File: src/sv/assert_macros.svh
// assertion macros used by the command block rtl
`ifndef ASSERT_MACROS_SVH
`define ASSERT_MACROS_SVH

// concurrent check on the rising clock, off while reset is asserted
`define ASSERT_CLK(lbl, clk, rst_n, prop) \
    lbl: assert property (@(posedge clk) disable iff (!(rst_n)) (prop)) \
        else $error("assertion failed");

`endif

File: src/sv/owts_pkg.sv
// types, codes and the crc helper for the one-wire temperature sensor command block
package owts_pkg;

    typedef enum logic [1:0] {
        MODE_RESET = 2'd0,
        MODE_WRITE = 2'd1,
        MODE_READ  = 2'd2
    } t_mode;

    typedef enum logic [7:0] {
        CMD_READ_ROM   = 8'hF0,
        CMD_RECALL_PWR = 8'hB4,
        CMD_CONVERT    = 8'h44,
        CMD_READ_SCR   = 8'hBE
    } t_cmd;

    typedef enum logic [1:0] {
        SRC_NONE    = 2'd0,
        SRC_SERIAL  = 2'd1,
        SRC_SCRATCH = 2'd2
    } t_src;

    localparam logic CFG_TEMPERATURE = 1'b0;
    localparam logic CFG_SERIAL      = 1'b1;

    localparam logic [3:0] SERIAL_BYTES  = 4'd8;
    localparam logic [3:0] SCRATCH_BYTES = 4'd9;

    localparam logic [7:0] CRC_POLY  = 8'h8C;
    localparam logic [7:0] FILL_BYTE = 8'hFF;

    // x / 100 == (x * 83887) >> 23 for every 16-bit x
    localparam logic [16:0] DIV100_MUL   = 17'd83887;
    localparam int          DIV100_SHIFT = 23;

    typedef struct packed {
        logic [1:0] mode;
        logic [7:0] data_byte;
    } t_in;

    typedef struct packed {
        logic [7:0] read_byte;
        logic       read_valid;
        logic       presence_echo;
        logic [3:0] bytes_left;
    } t_out;

    // reflected crc8, lsb first, one byte
    function automatic logic [7:0] crc8_byte(input logic [7:0] crc_in, input logic [7:0] b);
        logic [7:0] c;
        logic [7:0] d;
        c = crc_in;
        d = b;
        for (int k = 0; k < 8; k++) begin
            if (c[0] ^ d[0]) begin
                c = (c >> 1) ^ CRC_POLY;
            end else begin
                c = c >> 1;
            end
            d = d >> 1;
        end
        return c;
    endfunction

    // crc over scratchpad bytes 0..7 where bytes 2..7 always hold zero
    function automatic logic [7:0] crc8_convert(input logic [15:0] conv);
        logic [7:0] c;
        c = crc8_byte(8'h00, conv[7:0]);
        c = crc8_byte(c, conv[15:8]);
        for (int k = 0; k < 6; k++) begin
            c = crc8_byte(c, 8'h00);
        end
        return c;
    endfunction

endpackage

File: src/sv/one_wire_temp_sensor_cmd.sv
// Byte-level one-wire temperature sensor slave: bus resets, command bytes and
// byte reads in, one result per item out. One item is taken every clock cycle
// while o_in_stall is low; each item passes an input register and a result
// register before its result is offered. The rate is set by the single decode
// pass that updates the queue and scratchpad state between those two registers.
// The temperature is scaled (divide by 100, shift left by 4) when the temperature
// register is written, so a convert command only copies it and computes its crc.
`include "assert_macros.svh"

module one_wire_temp_sensor_cmd (
    input  logic              i_clk,
    input  logic              i_rst_n,
    input  logic              i_cfg_we,
    input  logic              i_cfg_index,
    input  logic [63:0]       i_cfg_data,
    input  logic              i_in_valid,
    output logic              o_in_stall,
    input  owts_pkg::t_in     i_in_data,
    output logic              o_out_valid,
    input  logic              i_out_stall,
    output owts_pkg::t_out    o_out_data
);

    logic           r_in_valid;
    owts_pkg::t_in  r_in;
    logic           r_out_valid;
    owts_pkg::t_out r_out;

    logic [63:0]    r_serial;
    logic [15:0]    r_conv;
    logic [7:0]     r_scr0;
    logic [7:0]     r_scr1;
    logic [7:0]     r_scr8;
    owts_pkg::t_src r_src;
    logic [3:0]     r_idx;
    logic [3:0]     r_rem;

    owts_pkg::t_src n_src;
    logic [3:0]     n_idx;
    logic [3:0]     n_rem;
    logic [7:0]     n_scr0;
    logic [7:0]     n_scr1;
    logic [7:0]     n_scr8;
    owts_pkg::t_out n_out;

    logic           advance;
    logic           process;
    logic           in_xfer;
    logic [32:0]    div_prod;
    logic [15:0]    conv_value;
    logic [7:0]     rd_byte;
    logic           rd_ok;

    assign advance     = !r_out_valid || !i_out_stall;
    assign process     = r_in_valid && advance;
    assign o_in_stall  = r_in_valid && !advance;
    assign in_xfer     = i_in_valid && !o_in_stall;
    assign o_out_valid = r_out_valid;
    assign o_out_data  = r_out;

    // scaled temperature, computed once at register write; the quotient fits in 10 bits
    assign div_prod   = 33'(i_cfg_data[15:0]) * 33'(owts_pkg::DIV100_MUL);
    assign conv_value = {2'b00, div_prod[owts_pkg::DIV100_SHIFT +: 10], 4'b0000};

    // byte fetch for a read; scratchpad bytes 2..7 are never written and stay zero
    always_comb begin
        rd_byte = 8'h00;
        rd_ok   = 1'b0;
        if (r_rem != 4'd0) begin
            if (r_src == owts_pkg::SRC_SERIAL && r_idx < owts_pkg::SERIAL_BYTES) begin
                rd_byte = r_serial[{r_idx[2:0], 3'b000} +: 8];
                rd_ok   = 1'b1;
            end else if (r_src == owts_pkg::SRC_SCRATCH && r_idx < owts_pkg::SCRATCH_BYTES) begin
                rd_ok = 1'b1;
                case (r_idx)
                    4'd0:    rd_byte = r_scr0;
                    4'd1:    rd_byte = r_scr1;
                    4'd8:    rd_byte = r_scr8;
                    default: rd_byte = 8'h00;
                endcase
            end
        end
    end

    always_comb begin
        n_src  = r_src;
        n_idx  = r_idx;
        n_rem  = r_rem;
        n_scr0 = r_scr0;
        n_scr1 = r_scr1;
        n_scr8 = r_scr8;
        n_out  = '0;
        case (owts_pkg::t_mode'(r_in.mode))
            owts_pkg::MODE_RESET: begin
                n_out.presence_echo = 1'b1;
            end
            owts_pkg::MODE_WRITE: begin
                case (owts_pkg::t_cmd'(r_in.data_byte))
                    owts_pkg::CMD_READ_ROM: begin
                        n_src = owts_pkg::SRC_SERIAL;
                        n_idx = 4'd0;
                        n_rem = owts_pkg::SERIAL_BYTES;
                    end
                    owts_pkg::CMD_RECALL_PWR: begin
                        n_scr0 = owts_pkg::FILL_BYTE;
                        n_src  = owts_pkg::SRC_SCRATCH;
                        n_idx  = 4'd0;
                        n_rem  = 4'd1;
                    end
                    owts_pkg::CMD_CONVERT: begin
                        n_scr0 = r_conv[7:0];
                        n_scr1 = r_conv[15:8];
                        n_scr8 = owts_pkg::crc8_convert(r_conv);
                    end
                    owts_pkg::CMD_READ_SCR: begin
                        n_src = owts_pkg::SRC_SCRATCH;
                        n_idx = 4'd0;
                        n_rem = owts_pkg::SCRATCH_BYTES;
                    end
                    default: begin
                    end
                endcase
            end
            owts_pkg::MODE_READ: begin
                if (rd_ok) begin
                    n_out.read_byte  = rd_byte;
                    n_out.read_valid = 1'b1;
                    n_idx            = r_idx + 4'd1;
                    n_rem            = r_rem - 4'd1;
                end
            end
            default: begin
            end
        endcase
        n_out.bytes_left = n_rem;
    end

    always_ff @(posedge i_clk) begin
        if (!i_rst_n) begin
            r_in_valid  <= 1'b0;
            r_out_valid <= 1'b0;
            r_serial    <= '0;
            r_conv      <= '0;
            r_scr0      <= '0;
            r_scr1      <= '0;
            r_scr8      <= '0;
            r_src       <= owts_pkg::SRC_NONE;
            r_idx       <= '0;
            r_rem       <= '0;
        end else begin
            if (in_xfer) begin
                r_in_valid <= 1'b1;
            end else if (advance) begin
                r_in_valid <= 1'b0;
            end
            if (advance) begin
                r_out_valid <= r_in_valid;
            end
            if (process) begin
                r_src  <= n_src;
                r_idx  <= n_idx;
                r_rem  <= n_rem;
                r_scr0 <= n_scr0;
                r_scr1 <= n_scr1;
                r_scr8 <= n_scr8;
            end
            if (i_cfg_we) begin
                case (i_cfg_index)
                    owts_pkg::CFG_TEMPERATURE: r_conv   <= conv_value;
                    owts_pkg::CFG_SERIAL:      r_serial <= i_cfg_data;
                    default: begin
                    end
                endcase
            end
        end
    end

    always_ff @(posedge i_clk) begin
        if (in_xfer) begin
            r_in <= i_in_data;
        end
        if (process) begin
            r_out <= n_out;
        end
    end

    // queue never runs past the end of the scratchpad, the longest source
    `ASSERT_CLK(a_queue_bound, i_clk, i_rst_n, ({1'b0, r_idx} + {1'b0, r_rem} <= 5'd9))
    // pending bytes always have a source
    `ASSERT_CLK(a_queue_src, i_clk, i_rst_n, (r_rem == 4'd0 || r_src != owts_pkg::SRC_NONE))
    // a read result and a presence echo never come together
    `ASSERT_CLK(a_out_excl, i_clk, i_rst_n, (o_out_valid |-> !(o_out_data.read_valid && o_out_data.presence_echo)))
    // a delivered byte takes one from the queue
    `ASSERT_CLK(a_read_count, i_clk, i_rst_n, ((process && n_out.read_valid) |=> (r_rem == $past(r_rem) - 4'd1)))

endmodule

File: config.mk
export PLATFORM = sky130hd
export DESIGN_NAME = one_wire_temp_sensor_cmd
export DESIGN_NICKNAME = d
export VERILOG_FILES = /design/src/sv/owts_pkg.sv /design/src/sv/one_wire_temp_sensor_cmd.sv
export VERILOG_INCLUDE_DIRS = /design/src /design/src/sv
export SDC_FILE = /design/constraint.sdc
export NUM_CORES = 1
export LEC_CHECK = 0
export ABC_AREA = 1
export BUFFER_PORTS_ARGS = -buffer_cell sky130_fd_sc_hd__buf_2
export CAP_MARGIN = 25
export CORE_UTILIZATION = 40
export CTS_BUF_LIST = sky130_fd_sc_hd__clkbuf_4
export DETAILED_ROUTE_END_ITERATION = 7
export PLACE_DENSITY = 0.57
export SLEW_MARGIN = 40
export SYNTH_ARGS = -nofsm -noshare
export SYNTH_HDL_FRONTEND = slang
export SYNTH_SLANG_ARGS = --single-unit
File: constraint.sdc
create_clock -name i_clk -period 5.42 [get_ports i_clk]
set_clock_uncertainty 0.15 [all_clocks]
set_input_delay 0.271 -clock i_clk [delete_from_list [all_inputs] [get_ports i_clk]]
set_output_delay 0.271 -clock i_clk [all_outputs]
set_load 0.01 [all_outputs]
After elaboration in Yosys (flattened, before gate mapping) --
Index checks and enable logic that the tools add are counted.
Storage, ports and cells: bits of input ports 80, RAM bits 0, register bits after elaboration 132, memories kept 0, bits in read-only memories 0, latch bits 0
Cells by class: reduce and logical (&&, ||, !) cells 26, order comparisons 2, $mul 1, equal/unequal tests 12, divide/modulo/power cells 0, mux-type cells 207, bitwise gates (word level) 74, $add $sub $neg 2, shift-type cells 1
Operators with widths (count):
- 2-to-1 mux 8 bit | 191
- inverter 2 -> 3 bit | 63
- variable part select 64 x 7 -> 8 bit | 1
- multiplier 16 x 17 -> 33 bit, second input constant | 1
- == test 8 bit, second input constant | 3
- case mux 8 bit (3 select lines) | 1
- case mux 4 bit (2 select lines) | 2
- case mux 8 bit (2 select lines) | 1
- 2-to-1 mux 4 bit | 3
- case mux 4 bit (3 select lines) | 1
- AND reduction 3 bit | 4
- bitwise XOR 1 bit | 10
- == test 8 x 7 -> 1 bit, second input constant | 1
- less-than comparator 4 bit, second input constant | 2
- nonzero test 2 bit | 4
- 2-to-1 mux 1 bit | 7
- logical AND 1 bit | 5
- adder 4 x 1 -> 4 bit, second input constant | 1
- == test 2 x 1 -> 1 bit, second input constant | 2
- == test 2 bit, second input constant | 2
- == test 4 x 1 -> 1 bit, second input constant | 1
- == test 4 bit, second input constant | 1
- zero test 1 bit | 4
- zero test 4 bit | 1
- 11 further kinds | 13

Longest topological paths before layout --
depth after elaboration 253, mapped depth 37, depth with buffers taken out 37

Worst setup path before layout --
No wires, ideal clock.
kind input-to-reg, start in i_cfg_data[4], end reg r_conv[12], arrival 4.902 ns, stages 20, required time 5.153 ns, setup slack 0.251 ns, path buffers 0, path through fa_1 > inv_1 > fa_1 > fa_1 > inv_1 > fa_1 > fa_1 > fa_1 > ha_1 > a21oi_1 > o21ai_0 > nand2_1 > o2111ai_1 > a31oi_1 > o21ai_0 > nand4_1 > nand3_1 > nand2_1 > nor2_1 > nor2_1
Between the ends: longest elaborated chain between the ends 1
RTL lines:
- start: declaration | RTL line one_wire_temp_sensor_cmd.sv:15 | input logic [63:0] i_cfg_data,
- multiplier 16 x 17 -> 33 bit | RTL line one_wire_temp_sensor_cmd.sv:62 | assign div_prod = 33'(i_cfg_data[15:0]) * 33'(owts_pkg::DIV100_MUL);
- end signal: assignment | RTL line one_wire_temp_sensor_cmd.sv:169 | owts_pkg::CFG_TEMPERATURE: r_conv <= conv_value;
- end: declaration | RTL line one_wire_temp_sensor_cmd.sv:30 | logic [15:0] r_conv;
No other way between the ends. A chain may end at the register's enable or synchronous reset.

Final worst setup path --
start in i_cfg_data[5], end reg r_conv[10]
The elaborated chain is that of the path after synthesis.

==> results.txt <==
initial core utilization - 40.9%
total wire length - 29900 µm
Synthesis Warnings - 0
H-Tree Depth - 4
mux share of post-synthesis cell area - 0%
CTS tree - done
Post-Syn Area - 11800 µm²
Fmax achieved - 197 MHz
min cycle time layout - 5.07 ns
synthesized flop and latch total - 129
Avg Inst Size Synth - 8.07 µm²
most common cell in the synthesized netlist - inv_1
clock tree buffer depth - 2
Post-synth EDFFs - 24
leading area contributor after synthesis - dfxtp_1
slowest CP cell - fa_1
core area - 28900 µm²
Antenna Violating Nets Remaining - 0
Rows - 62
Critical Path RT - 5.70 ns
Routed WL per cell - 14.4 µm
Synth Instances - 1464
Worst-path clk slew - 0.11 ns
Fillers - 2893
Syn Nets - 1783
Worst-Skew Late Latency - 0.53 ns
Multi-input gate area - 7870 µm²
CP endpoint kind - flop
Worst slew margin - 49.7%
routed vias/inst - 4.84
Post-CTS Setup Bufs - 0
Layout area overhead - 19.3%
final net count - 1992
synth top area cells - dfxtp_1 18%, fa_1 16%, ha_1 15%
antenna violations before repair - 1
Worst Setup Slack post-DPL - -0.282 ns
Synth Area in Compound Gates - 12.0%
fin util - 48.8%
Crit path largest cell delay - 0.68 ns
post-synthesis sequential area ratio - 23.9%
Initial DRC Count - 539
overflow left after global routing - 0
worst r2r src - r_idx[1]$_SDFFE_PN0P_
sequential cell area - 2820 µm²
Hold/Removal Path Class - in2reg
worst slew pin tran - 0.753 ns
reg2reg end - r_idx[1]$_SDFFE_PN0P_
routed vias - 10028
top fanout value on the critical path - 4
main combinational cell family by area after synthesis - adder cells
Final Hold Viols - 0
Die Ht - 174 µm
Synth async-reset ratio - 0%
CTS sink count - 129
fin. max-slew vios - 0
synth unique cells - 46
Synth top cells by count - 239 x inv_1, 189 x nor2_1, 169 x nand2_1
io pins - 96
vias in the first global route - 10293
Final Cycle Share - 93.6%
hold path endpoint - r_serial[5]$_SDFFE_PN0P_
Die Footprint - 30200 µm²
FF-to-FF path depth - 11
Die X - 174 µm
hold wc startpoint - i_cfg_data[5]
setup slack after layout - 0.347 ns
Max-Cap Viols - 0
IO buf count - 95
largest net degree at the start of global routing - 80
drt pass-1 iters - 5
TritonCTS Buffers - 17
Post-synth top flop - dfxtp_1
Worst Hold Depth - 4
GP Congestion - 0.894
share of cells above drive strength 1 - 16.3%
first-pass GRT wire length - 50300 µm
hpwl dp - 23800 µm
Synth Area in Simple Gates - 19.0%
crit path launch type - primary input
RSZ-0062 raised after global routing - false
xor/xnor share of the synthesized area - 4.05%
Crit Path Category - in2reg
Final setup viols - 0
DRC Markers - 0
status - complete, no violations
Synth top area share - 17.8%
flop-to-flop setup slack - 1.43 ns
clock root buffer - clkbuf_4
adder-cell share of the synthesized area - 31.5%
Total GRT Usage - 20.7%
WP data arrival - 5.35 ns
==> repair_timing <==
item                       in CTS  in global routing
hold endpoints to repair       62                  0
hold buffers                   64                  0
resized for setup               0                  1
setup endpoints to repair       0                  1
==> cells by family (layout without fill, tap and decap cells) <==
logic type,count (synthesis),after routing
flops,129,129
buf+inv,299,521
fa+ha+maj,239,239
other cells,0,1
simple gates,499,499
compound gates,257,257
xor+xnor,41,41
==> per-stage QoR <==
stage          setup TNS [ns]  area [µm²]  hold WS [ns]  instances
6_report                    0       14100        0.0526       2071
5_1_grt                     0       14100        0.0164       2071
4_1_cts                     0       14100       0.00486       2070
3_5_place_dp           -0.991       13100         0.288       1974
3_3_place_gp           -0.485       13100         0.289       1974
2_1_floorplan               0       11800         0.220       1464
==> worst max-delay path by stage <==
stage | start | endpoint | cells past startpoint
after detailed placement | i_cfg_data[5] | r_conv[10]$_SDFFE_PN0P_ | 26
after CTS | i_cfg_data[5] | r_conv[10]$_SDFFE_PN0P_ | 26
after global placement | i_cfg_data[5] | r_conv[11]$_SDFFE_PN0P_ | 19
after global routing | i_cfg_data[5] | r_conv[10]$_SDFFE_PN0P_ | 26
after floorplan | i_cfg_data[4] | r_conv[12]$_SDFFE_PN0P_ | 20
final | i_cfg_data[5] | r_conv[10]$_SDFFE_PN0P_ | 26
==> placed cells by master, fill, tap and decap left out, types with 3 or more instances in the layout <==
master / n
bufinv_16: 3
dlygate4sd3_1: 64
dfxtp_1: 105
nand2_2: 27
xor2_1: 23
a31oi_1: 4
inv_2: 18
buf_4: 70
xnor2_1: 8
fa_1: 97
nor2_1: 189
nand2_4: 9
o21bai_1: 3
xor2_2: 4
xnor3_1: 4
nand3_2: 11
o21ai_0: 133
nor4_1: 4
nor3_1: 4
inv_1: 239
a211oi_1: 6
nand4_1: 10
ha_1: 142
nand2_1: 169
o221ai_1: 16
a21oi_1: 73
o22ai_1: 5
edfxtp_1: 24
clkinv_2: 4
clkbuf_4: 21
o211ai_1: 10
buf_2: 95
nand3_1: 66
==> worst max-delay path: cells and delay by family <==
family	cells	cell delay, ns
adder cells (fa/ha/maj)	7	2.88
AO/OA/AOI/OAI	8	1.13
AND/OR/NAND/NOR	6	0.64
buffers and inverters	5	0.43
==> metal layers <==
metal | up-vias | GRT usage [%] | share of wire (%)
met5 | - | 0 | 0
met4 | 0 | 4.02 | 1.2
met3 | 17 | 2.98 | 3.2
met2 | 191 | 36.4 | 48
met1 | 4670 | 26.8 | 47
li1 | 5150 | - | -
==> sequential cells by signal, summed over array words and instances (netlist names) <==
signal and flops:
r_rem 4, r_in_valid 1, r_conv 10, r_serial 64, r_idx 4, r_scr1 6
r_src 2, r_scr8 8, r_scr0 5, r_in 10, o_out_data 14, o_out_valid 1
==> area by class of cell <==
class / count / area share [%]
Clock inverter: 11 / 0.985
Inverter: 260 / 6.96
Sequential cell: 129 / 20.0
Clock buffer: 21 / 1.12
Multi-Input combinational cell: 1036 / 55.8
Antenna cell: 1 / 0.0178
Tap cell: 384 / 3.41
Timing Repair Buffer: 229 / 11.6
Power is not shown: default switching activity piles up to over one toggle a cycle in this logic, so the estimate is an artifact.
